## src/sv/apu_pkg.sv

```systemverilog
// apu_pkg: types and constants shared by the adam parameter update unit
// no dependencies
package apu_pkg;

    localparam int unsigned MUL_W = 33;
    localparam int unsigned PROD_W = 66;
    localparam int unsigned DS_W = 80;
    localparam int unsigned DEN_W = 41;
    localparam int unsigned ITER_W = 7;

    localparam logic [24:0] ONE_Q24 = 25'h100_0000;
    localparam logic [23:0] HALF_Q24 = 24'h80_0000;
    localparam logic [47:0] V_MAX = 48'hFFFF_FFFF_FFFF;
    localparam logic [40:0] STEP_CAP = 41'h100_0000_0000;

    localparam logic [23:0] LR_RESET = 24'd167772;
    localparam logic [23:0] B1_RESET = 24'd15099494;
    localparam logic [23:0] B2_RESET = 24'd16760439;
    localparam logic [23:0] EPS_RESET = 24'd168;

    localparam logic [1:0] CFG_LR = 2'd0;
    localparam logic [1:0] CFG_B1 = 2'd1;
    localparam logic [1:0] CFG_B2 = 2'd2;
    localparam logic [1:0] CFG_EPS = 2'd3;

    localparam logic ACT_CLEAR = 1'b1;

    typedef enum logic [4:0] {
        S_IDLE,
        S_SWEEP,
        S_SLOT,
        S_RD,
        S_PW1,
        S_PW2,
        S_M1,
        S_M2,
        S_GSQ,
        S_V1,
        S_V2,
        S_V3,
        S_V4,
        S_DIVM,
        S_DIVV,
        S_SQRT,
        S_MS0,
        S_MS1,
        S_MS2,
        S_DIVS
    } t_state;

    typedef struct packed {
        logic              start;
        logic              sqrt;
        logic [ITER_W-1:0] iters;
    } t_ds_req;

endpackage

```

## src/sv/apu_mul.sv

```systemverilog
// apu_mul: shared signed 33x33 multiplier with registered product
// depends on apu_pkg
module apu_mul (
    input  logic                                i_clk,
    input  logic signed [apu_pkg::MUL_W-1:0]    i_a,
    input  logic signed [apu_pkg::MUL_W-1:0]    i_b,
    output logic signed [apu_pkg::PROD_W-1:0]   o_prod
);
    import apu_pkg::*;

    logic signed [PROD_W-1:0] r_prod;

    always_ff @(posedge i_clk) begin
        r_prod <= i_a * i_b;
    end

    assign o_prod = r_prod;

endmodule

```

## config.mk

```make
export PLATFORM = sky130hd
export DESIGN_NAME = apu_mul
export DESIGN_NICKNAME = d
export VERILOG_FILES = /design/src/sv/apu_pkg.sv /design/src/sv/apu_mul.sv
export SDC_FILE = /design/constraint.sdc
export NUM_CORES = 2
export LEC_CHECK = 0
export ABC_AREA = 0
export BUFFER_PORTS_ARGS = -buffer_cell sky130_fd_sc_hd__buf_2
export CORE_MARGIN = 4
export CORE_UTILIZATION = 50
export CTS_CLUSTER_SIZE = 30
export DETAILED_ROUTE_END_ITERATION = 10
export PLACE_DENSITY_LB_ADDON = 0.3
export SYNTH_ARGS = -nofsm -noshare
export SYNTH_HDL_FRONTEND = slang
export SYNTH_SLANG_ARGS = --single-unit
export TNS_END_PERCENT = 1
```

## constraint.sdc

```tcl
create_clock -name i_clk -period 17.9 [get_ports i_clk]
set_input_delay 2.685 -clock i_clk [delete_from_list [all_inputs] [get_ports i_clk]]
set_output_delay 2.685 -clock i_clk [all_outputs]
set_load 0.01 [all_outputs]
```

After elaboration in Yosys (flattened, before gate mapping)
Index checks and enable logic that the tools add are counted.
Cells by class
  add/sub/neg operators: 0
  $mul: 1
  divide/modulo/power cells: 0
  magnitude comparators: 0
  equality and inequality tests: 0
  shift-type cells: 0
  mux-type cells: 0
  bitwise logic cells: 0
  reductions and logical operators: 0
Operators by type and width (number)
  $mul 33x33->66: 1
Word-level totals
  register bits: 66
  latch bits: 0
  bits in writable memories: 0
  memory bits (read-only): 0
  input bits: 67
  output and inout bits: 66
  logic and storage cells: 2
  memories: 0

Logic depth before layout (Yosys ltp)
  word-level depth: 1
  mapped depth: 27
  mapped depth without buffers: 26

Worst setup path after synthesis
OpenSTA, ideal clock, no wires.
  kind: input to register
  from: input i_a[32] (netlist bit)
  to: register r_prod[62], in the netlist o_prod[62]
  setup time: 79 ps
  arrival: 9842 ps
  data required time: 17821 ps
  setup slack: 7979 ps
  cell stages on the path: 23
  buffers on the path: 2
  cell sequence: clkbuf_1 > nand2_1 > inv_1 > fa_1 > fa_1 > fa_1 > fa_1 > fa_1 > fa_1 > fa_1 > inv_1 > fa_1 > inv_1 > ha_1 > clkbuf_1 > and3_1 > nand3_1 > nand2b_1 > a2111oi_4 > a211oi_4 > a21o_2 > a21o_1 > a211oi_2
Between the ends
  longest elaborated chain between the ends: 1
RTL lines
  from (decl): RTL line apu_mul.sv:5  | input logic signed [apu_pkg::MUL_W-1:0] i_a,
  $mul 33x33->66: RTL line apu_mul.sv:14  | r_prod <= i_a * i_b;
  to (signal assigned): RTL line apu_mul.sv:14
  to (decl): RTL line apu_mul.sv:11  | logic signed [PROD_W-1:0] r_prod;
No other way between the ends.

Worst setup path in the final report
  from: input i_a[32] (netlist bit)
  to: register r_prod[58], in the netlist o_prod[58]
Same word-level chain as after synthesis.

==> qor.txt <==
Status - completed
Vias in the first global route - 32300
Most frequent cells in the layout - 1145 x fa_1, 1131 x inv_1, 562 x and2_1
Total Wirelength - 108000 um
Number of fill cells - 7480
Hold path endpoint - o_prod[0]$_DFF_P_
Post-Syn Instances - 4338
Synthesized area per cell - 9.39 um2
CTS max path bufs - 2
Synth Area in Compound Gates - 0.0407
Layout cells sized above 1 - 0.0456
Synthesis Warnings - 0
IO Count - 133
First-pass GRT wire length - 177000 um
FMAX - 94.6 MHz
Post-CTS Setup Inserts - 0
CP delay by family, top - adder cells
Synth Area in XOR/XNOR - 0.0146
CTS tree - built
Cts bufs inserted - 9
Maxcap violations - 0
Wirelength per Cell - 20.2 um
Seq/Total Area, Yosys - 0.0324
Post-synth EDFFs - 0
Slew @ Worst Pin - 1.08 ns
Tmin final - 10.58 ns
Hold crit path type - in2reg
Vias/cell - 5.33
DIE WIDTH - 293 um
Crit Path Max Fanout - 33
DR vias - 28500
CP Class - in2reg
Commonest non-fill, non-tap cell in the layout - fa_1
Max reg flops - 66
Worst EP required - 18.19 ns
CP Capture Type - flip-flop
Fin. max-slew vios - 0
Largest net degree at the start of global routing - 34
Clk sinks - 66
Final hold vios - 0
Fraction of synthesized area in multiplexers - 0
PortBufs - 132
Worst stage delay on the critical path - 1.31 ns
Final Setup Violations - 0
Synthesis-to-finish area growth - 3.74%
Final period utilization - 0.591
Crit path cell chain - buf_2, nand2_1, inv_1, fa_1, fa_1, fa_1, fa_1, fa_1, fa_1, fa_1, inv_1, fa_1, inv_1, ha_1, and3_1, nand3_1, nand2b_1, a2111oi_4, a211oi_4, a21oi_2, nor4b_2, a311oi_1
ANT nets after route - 0
Die Ht - 293 um
First-pass DRT Iterations - 6
Worst hold start - i_b[0]
Worst hold stages - 2
GRT Total Usage - 0.265
Async S/R FF share, synth - 0
Largest family of logic cells by synthesized area - adder cells
Initial Util - 0.505
Post-synthesis register bit count - 66
RSZ-0062 raised after global routing - no
Cell Area, Synth - 0.0407 mm2
Synth Area in Adders - 0.629
Core ar. - 0.0807 mm2
CP Buf/Inv Count - 4
Startpoint Class - input port
Rows - 104
Grt total ovfl - 0
Post-synthesis simple-gate area fraction - 0.158
Hold Worst Slack - 2.88 ns
Remaining DRCs - 0
Placer Congestion - 0.911
Data arrival, critical path - 10.86 ns
Initial antenna violation count - 8
Htree depth - 3
Detailed Place HPWL - 87900 um
Clk root buf - clkbuf_16
Most used cell along the critical path - fa_1
Syn Nets - 5767
Synth unique cells - 80
Clk pin slew, worst setup/hold paths - 0.07 ns
Iteration-0 DRC Markers - 1491
Final nets - 5699
Setup_tns - 0 ns
Slew headroom - 0.280
Critical path's slowest cell - fa_1
Post-CTS sizing - 0
Synth Flop Type - dfxtp_1
CTS Hold Bufs - 0
DIE AREA - 0.0861 mm2
through the flow:
step,worst slack (ns),cells,util,area [um2]
floorplan,7.98,4338,-,40700
global placement,7.00,5319,0.520,41900
detailed placement,6.93,5319,0.520,41900
CTS,7.32,5335,0.524,42200
global route,6.87,5337,0.524,42300
finish,7.32,5338,0.524,42300
per-layer routing:
metal / vias to the layer above / wire, um / track usage
li1: 12200 / - / -
met5: - / 13 / 0
met3: 281 / 5580 / 0.0339
met4: 2 / 5640 / 0.121
met1: 15000 / 40400 / 0.324
met2: 955 / 56100 / 0.471
cells in the mapped netlist, types with 6 or more instances:
library cell / count / share of area
fa_1: 1145 / 0.56
inv_1: 1131 / 0.10
and2_1: 562 / 0.086
nand2_1: 551 / 0.051
ha_1: 217 / 0.067
clkbuf_1: 208 / 0.019
nor2_1: 68 / 0.0063
dfxtp_1: 66 / 0.032
a21oi_1: 57 / 0.0070
xnor2_1: 43 / 0.0092
a21o_1: 36 / 0.0066
nand3_1: 25 / 0.0031
o21ai_0: 25 / 0.0031
xor2_1: 25 / 0.0054
nand2b_1: 12 / 0.0018
buf_2: 11 / 0.0014
nand4_1: 11 / 0.0017
o21bai_1: 11 / 0.0020
a31oi_1: 8 / 0.0012
a211oi_1: 7 / 0.0013
nor3_1: 7 / 0.00086
a211o_1: 6 / 0.0013
o21a_1: 6 / 0.0011
o21ai_1: 6 / 0.00074
worst max-delay path by stage:
stage                     startpoint            endpoint  slack (ns)  depth (start not counted)
final                        i_a[32]  o_prod[58]$_DFF_P_        7.32                         22
after global routing         i_a[32]  o_prod[64]$_DFF_P_        6.87                         20
after CTS                    i_a[32]  o_prod[58]$_DFF_P_        7.32                         22
after detailed placement     i_a[32]  o_prod[62]$_DFF_P_        6.93                         22
after global placement        i_b[9]  o_prod[64]$_DFF_P_        7.00                         20
after floorplan              i_a[32]  o_prod[62]$_DFF_P_        7.98                         23
final cells by class:
type	instances	area, um2	share of cell area
Clock buffer	9	225	0.00533
Tap cell	1060	1330	0.0314
Clock inverter	7	77.6	0.00184
Sequential cell	66	1320	0.0313
Inverter	1131	4250	0.100
Antenna cell	3	7.51	0.000178
Timing Repair Buffer	142	736	0.0174
Multi-Input combinational cell	2920	34300	0.812
cells by family (layout without fill, tap and decap cells):
| family | after synthesis | in the layout |
|---|---|---|
| other cells | 0 | 3 |
| simple gates | 1271 | 1271 |
| fa+ha+maj | 1362 | 1362 |
| flops | 66 | 66 |
| buf+inv | 1352 | 1289 |
| xor+xnor | 68 | 68 |
| compound gates | 219 | 219 |
Power is left out: the tool's default activity adds up to more than one toggle a clock period on the data nets, which glitch-free logic cannot reach.
