===== config.mk =====
export PLATFORM = sky130hd
export DESIGN_NAME = apu_divsqrt
export DESIGN_NICKNAME = d
export VERILOG_FILES = /design/src/sv/apu_pkg.sv /design/src/sv/apu_divsqrt.sv
export SDC_FILE = /design/constraint.sdc
export NUM_CORES = 1
export LEC_CHECK = 0
export BUFFER_PORTS_ARGS = -buffer_cell sky130_fd_sc_hd__buf_2
export CORE_ASPECT_RATIO = 2
export CORE_UTILIZATION = 40
export CTS_CLUSTER_DIAMETER = 60
export DETAILED_ROUTE_END_ITERATION = 12
export SYNTH_ARGS = -nofsm -noshare
export SYNTH_HDL_FRONTEND = slang
export SYNTH_SLANG_ARGS = --single-unit

===== constraint.sdc =====
create_clock -name i_clk -period 5.5 [get_ports i_clk]
set_clock_uncertainty 0.15 [all_clocks]
set_input_delay 0 -clock i_clk [delete_from_list [all_inputs] [get_ports i_clk]]
set_output_delay 0 -clock i_clk [all_outputs]
set_load 0.005 [all_outputs]

===== src/sv/apu_pkg.sv =====
// apu_pkg: types and constants shared by the adam parameter update unit
// no dependencies
package apu_pkg;

    localparam int unsigned MUL_W = 33;
    localparam int unsigned PROD_W = 66;
    localparam int unsigned DS_W = 80;
    localparam int unsigned DEN_W = 41;
    localparam int unsigned ITER_W = 7;

    localparam logic [24:0] ONE_Q24 = 25'h100_0000;
    localparam logic [23:0] HALF_Q24 = 24'h80_0000;
    localparam logic [47:0] V_MAX = 48'hFFFF_FFFF_FFFF;
    localparam logic [40:0] STEP_CAP = 41'h100_0000_0000;

    localparam logic [23:0] LR_RESET = 24'd167772;
    localparam logic [23:0] B1_RESET = 24'd15099494;
    localparam logic [23:0] B2_RESET = 24'd16760439;
    localparam logic [23:0] EPS_RESET = 24'd168;

    localparam logic [1:0] CFG_LR = 2'd0;
    localparam logic [1:0] CFG_B1 = 2'd1;
    localparam logic [1:0] CFG_B2 = 2'd2;
    localparam logic [1:0] CFG_EPS = 2'd3;

    localparam logic ACT_CLEAR = 1'b1;

    typedef enum logic [4:0] {
        S_IDLE,
        S_SWEEP,
        S_SLOT,
        S_RD,
        S_PW1,
        S_PW2,
        S_M1,
        S_M2,
        S_GSQ,
        S_V1,
        S_V2,
        S_V3,
        S_V4,
        S_DIVM,
        S_DIVV,
        S_SQRT,
        S_MS0,
        S_MS1,
        S_MS2,
        S_DIVS
    } t_state;

    typedef struct packed {
        logic              start;
        logic              sqrt;
        logic [ITER_W-1:0] iters;
    } t_ds_req;

endpackage


===== src/sv/apu_divsqrt.sv =====
// apu_divsqrt: bit-serial restoring divider and square root, one digit per cycle
// depends on apu_pkg; operands arrive left aligned in the 80-bit numerator
module apu_divsqrt (
    input  logic                        i_clk,
    input  logic                        i_rst_n,
    input  apu_pkg::t_ds_req            i_req,
    input  logic [apu_pkg::DS_W-1:0]    i_num,
    input  logic [apu_pkg::DEN_W-1:0]   i_den,
    output logic                        o_done,
    output logic [apu_pkg::DS_W-1:0]    o_quo
);
    import apu_pkg::*;

    logic              r_run, r_done, r_sqrt;
    logic [ITER_W-1:0] r_cnt;
    logic [DS_W-1:0]   r_num, r_quo;
    logic [DEN_W-1:0]  r_den;
    logic [DEN_W:0]    r_rem;

    logic [DEN_W:0] shifted, trial, n_rem;
    logic           ge;

    always_comb begin
        if (r_sqrt) begin
            shifted = {r_rem[DEN_W-2:0], r_num[DS_W-1:DS_W-2]};
            trial   = {8'b0, r_quo[31:0], 2'b01};
        end else begin
            shifted = {r_rem[DEN_W-1:0], r_num[DS_W-1]};
            trial   = {1'b0, r_den};
        end
        ge    = shifted >= trial;
        n_rem = ge ? shifted - trial : shifted;
    end

    always_ff @(posedge i_clk) begin
        if (!i_rst_n) begin
            r_run  <= 1'b0;
            r_done <= 1'b0;
            r_cnt  <= '0;
        end else begin
            r_done <= 1'b0;
            if (i_req.start) begin
                r_run <= 1'b1;
                r_cnt <= i_req.iters;
            end else if (r_run) begin
                r_cnt <= r_cnt - 1'b1;
                if (r_cnt == ITER_W'(1)) begin
                    r_run  <= 1'b0;
                    r_done <= 1'b1;
                end
            end
        end
    end

    always_ff @(posedge i_clk) begin
        if (i_req.start) begin
            r_sqrt <= i_req.sqrt;
            r_num  <= i_num;
            r_den  <= i_den;
            r_rem  <= '0;
            r_quo  <= '0;
        end else if (r_run) begin
            r_rem <= n_rem;
            r_quo <= {r_quo[DS_W-2:0], ge};
            r_num <= r_sqrt ? {r_num[DS_W-3:0], 2'b00} : {r_num[DS_W-2:0], 1'b0};
        end
    end

    assign o_done = r_done;
    assign o_quo  = r_quo;

endmodule

# Word level (Yosys, flattened, before mapping)
# Cells that the tools add are included.
# word_totals
output_inout_bits	81
in_bits	132
reg_bits	252
# op_classes
order_cmp	1
eq_ne	1
mux	12
add_sub_neg	2
reduce_logical	2
bitwise_logic	2
# ops
cell	count
2-to-1 mux 80 bit	3
2-to-1 mux 41 bit	2
greater-or-equal comparator 42 x 41 -> 1 bit	1
2-to-1 mux 42 bit	1
subtractor 41 bit	1
2-to-1 mux 7 bit	2
equality test 7 x 1 -> 1 bit (second input constant)	1
subtractor 7 x 1 -> 7 bit (second input constant)	1
2-to-1 mux 1 bit	4
OR reduction 3 bit	1
NOT 1 bit	2
nonzero test 2 bit	1

# Logic depth before layout (Yosys ltp)
# logic_depth
ltp_word	4
ltp_mapped	18
mapped_depth_nobuf	12

# Worst setup path after synthesis
# No wires, ideal clock.
# synth_timing
path_type	reg2reg
start	register r_sqrt
end	register r_rem[29]
setup_ns	0.074
period_less_slack_ns	4.078
path_stages_with_launch	18
slack_ns	1.422
arrival_ns	3.854
n_path_buf	6
cell_sequence	edfxtp_1 > clkbuf_1 > buf_1 > clkbuf_1 > buf_2 > mux2i_1 > ha_1 > buf_2 > a21o_1 > a21o_1 > a21oi_1 > nor2_1 > nand4bb_2 > or2_1 > buf_6 > mux2i_1 > a211o_1 > a31oi_1
# synth_via
elab_chain_len	3
elab_cells_between_ends	5
# synth_lines
element	line_no	source
start, declared	apu_divsqrt.sv:14	logic r_run, r_done, r_sqrt;
start signal, assigned	apu_divsqrt.sv:57	r_sqrt <= i_req.sqrt;
2-to-1 mux 42 bit / 2-to-1 mux 41 bit (equally long branches)	apu_divsqrt.sv:24	if (r_sqrt) begin
subtractor 41 bit / greater-or-equal comparator 42 x 41 -> 1 bit (equally long branches)	apu_divsqrt.sv:32, apu_divsqrt.sv:31	
2-to-1 mux 41 bit (*)	apu_divsqrt.sv:32	n_rem = ge ? shifted - trial : shifted;
end signal, assigned	apu_divsqrt.sv:63	r_rem <= n_rem;
end, declared	apu_divsqrt.sv:18	logic [DEN_W:0] r_rem;
# Mark *: on every way between the ends. The rest lies on a longest branch, timed or not.
# A chain may end at the register's enable or synchronous reset.

# Worst setup path after layout
# Ends and elaborated chain as after synthesis.

==> flow_summary.ini <==
[drt]
via_per_inst = 5.24
ant_nets = 0
vias = 11371
wl_mm = 35.7
route.met3.wl_microns = 963
wl_met2_mm = 20.4
highest_layer = met4
drt-met1-wl_mm = 12.5
drtIter0Drc = 436
wl_per_cell_microns = 16.5
route.detailed.drc = 0
dr.pass1.iters = 5

[cts]
post-cts-setup-buffers = 0
cts_buffer_depth = 3
h-tree-depth = 1
cts_inserted_buffers = 25
hold_buffers = 171
post_cts_resized = 0
path_clk_slew_ns = 0.07
tritoncts = built
cts_sinks = 252
clk_latency_ns = 0.55
clock-root-buffer = clkbuf_16

[job]
max_cap_viol_count = 0

[final_layout]
finalNetCount = 1893
areaGrowthSynthToFinish_pct = 28.8
drive_above_1_share = 0.184
n_antenna_cell = 0
layout.cells.non_filler = 2172

[timing]
slew_headroom = 0.379
fin_crit_ns = 4.30
period_share = 0.782
fin_ws_ns = 1.20
worst_pin_slew_ns = 0.931
fin_setup_tns_ns = 0
setup_viol = 0
grt_setup_unrepaired = no
finalMaxSlewViolations = 0
hold_violations = 0
max_freq_ghz = 0.233

[min_path]
worst_hold_path.endpoint = r_den[8]
min-delay-start = i_den[8]
hold_depth = 2
hold_class = in2reg

[power_and_ir_drop]
power_density_nw_per_um2 = 333
leakage_nw = 7.54
ir_worst_vdd_mv = 0.276

[worst_setup_path]
critPathArrivalTime_ns = 4.63
worstSetupPathType = reg2reg
cp-end-kind = register
worst-r2r-cell-count = 14
cp_max_fo = 77
r2r_start = r_sqrt
crit_required_ns = 5.83
regToRegEndpoint = r_rem[29]
reg2reg_slack_ns = 1.20
cp-start-kind = register

[yosys]
syn-cell-area_sq_um = 13600
yosysTopAreaCell = edfxtp_1
synth_edf_count = 122
yosys_warnings = 0
synth_top_area_frac = 0.268
ys.flop_type = dfxtp_1
syn_inst = 1385
ys_async_sr_fraction = 0
postSynthAreaPerCell_sq_um = 9.85
ys_ff_latch = 252
synth_fp_nets = 1561
synth_cell_types = 73
synth_area_leaders = edfxtp_1 27%, dfxtp_1 19%, mux2i_1 15%
ys_seq_area_frac = 0.459

[floorplanning]
die_w_microns = 133
die_y_microns = 263
start_util = 0.406
row_count = 95
die-area_sq_um = 34900
core-area_sq_um = 33600
io-pin-count = 213

[placement]
dpl.hpwl_mm = 24.4
dp_worst_setup_slack_ns = 1.15
place_congestion = 0.856
io_buffer_count = 212
place_inst = 1955

[global_routing]
grt_pass1_wl_mm = 57.8
grt_pass1_vias = 11798
grt_max_degree = 170
overflow = 0
antenna_found_initial = 0
gr-usage-all-layers = 0.204

[status]
status = complete, no violations
[per-layer routing]
metal / track usage / up-vias
met5: 0 / -
li1: - / 5669
met2: 0.415 / 231
met3: 0.0221 / 103
met1: 0.193 / 5368
met4: 0.111 / 0
[power breakdown]
part / total, mW / switching (mW) / leakage (nW) / internal [mW]
Combinational: 1.81 / 1.04 / 4.83 / 0.776
Sequential: 2.24 / 0.0961 / 2.29 / 2.14
Clock: 1.80 / 0.774 / 0.424 / 1.03
[Yosys cell counts (16+ instances only)]
master,number
a21oi_1,71
mux2_2,37
o21ai_0,118
clkbuf_1,48
buf_2,24
inv_1,16
ha_1,43
edfxtp_1,122
nand2_1,153
a211oi_1,28
mux2i_1,204
nor2_1,162
xor2_1,17
dfxtp_1,130
[cell usage in the layout (no fill, tap or decap), types with 5 or more instances in the layout]
| cell | synthesis | final |
|---|---|---|
| buf_2 | 24 | 211 |
| mux2i_1 | 204 | 204 |
| dlygate4sd3_1 | 0 | 171 |
| nor2_1 | 162 | 161 |
| nand2_1 | 153 | 153 |
| dfxtp_1 | 130 | 129 |
| edfxtp_1 | 122 | 122 |
| o21ai_0 | 118 | 118 |
| a21oi_1 | 71 | 71 |
| ha_1 | 43 | 43 |
| mux2_2 | 37 | 37 |
| a211oi_1 | 28 | 28 |
| clkbuf_16 | 0 | 26 |
| xor2_1 | 17 | 17 |
| inv_1 | 16 | 15 |
| nand2b_1 | 14 | 14 |
| nand4_1 | 14 | 14 |
| nand3_1 | 13 | 13 |
| xnor2_1 | 12 | 12 |
| nor2b_1 | 11 | 11 |
| a21o_1 | 9 | 9 |
| and2_1 | 9 | 9 |
| nor3_1 | 8 | 8 |
| buf_4 | 3 | 8 |
| a311oi_1 | 7 | 7 |
| o21bai_1 | 6 | 6 |
| o21ai_1 | 6 | 6 |
| o211ai_1 | 6 | 6 |
| a21boi_0 | 6 | 6 |
| a31oi_1 | 6 | 6 |
| or3_1 | 5 | 5 |
[critical path, cell delays in order, from the launching register on]
cell and delay, ns:
edfxtp_1 0.38, buf_12 0.38, buf_4 0.57, o21ai_0 0.24
ha_1 0.49, nand2_1 0.08, nor3_1 0.20, nand4_1 0.13
a21bo_1 0.22, nand4bb_2 0.12, or2_1 0.42, buf_4 0.29
mux2i_1 0.10, a211o_1 0.29, a31oi_1 0.13
[flip-flops by register name, indices dropped and copies added (netlist names)]
| register | cells |
|---|---|
| o_quo | 80 |
| r_num | 80 |
| r_den | 41 |
| r_rem | 41 |
| r_cnt | 7 |
| o_done | 1 |
| r_run | 1 |
| r_sqrt | 1 |
[worst max-delay path by stage]
| stage | to | slack (ns) | startpoint |
|---|---|---|---|
| floorplan | r_rem[29] | 1.42 | r_sqrt |
| global placement | r_rem[39] | 1.23 | r_sqrt |
| detailed placement | r_rem[35] | 1.15 | r_sqrt |
| CTS | r_rem[35] | 1.12 | r_sqrt |
| global route | r_rem[29] | 0.83 | r_sqrt |
| finish | r_rem[29] | 1.20 | r_sqrt |
[logic make-up (layout without fill, tap and decap cells)]
kind of cell               count (synthesis)  in the layout  synth area share
DFF                                      252            252             0.459
AOI/OAI and AO/OA                        298            298             0.133
adders and majority gates                 44             44            0.0409
buffers and inverters                    105            456            0.0330
muxes                                    241            241             0.180
and+or+nand+nor                          416            416             0.135
xor gates and xnor gates                  29             29            0.0186
[cell type report]
cell class	count	area, sq um
Clock buffer	35	726
Clock inverter	11	129
Fill cell	3026	16100
Inverter	16	61.3
Multi-Input combinational cell	1028	6940
Sequential cell	252	6270
Tap cell	436	546
Timing Repair Buffer	394	2900
[per-stage QoR]
step                instance area (sq um)   util  total power, mW  hold slack (ns)
floorplan                           13600      -             3.57          -0.0511
global placement                    15000  0.446             3.96           0.0262
CTS                                 17600  0.522             5.91         0.000296
finish                              17600  0.522             5.85           0.0227
detailed placement                  15000  0.446             3.98           0.0283
global route                        17600  0.522             6.18           0.0176
No activity file was read; power rests on OpenSTA's default activity.
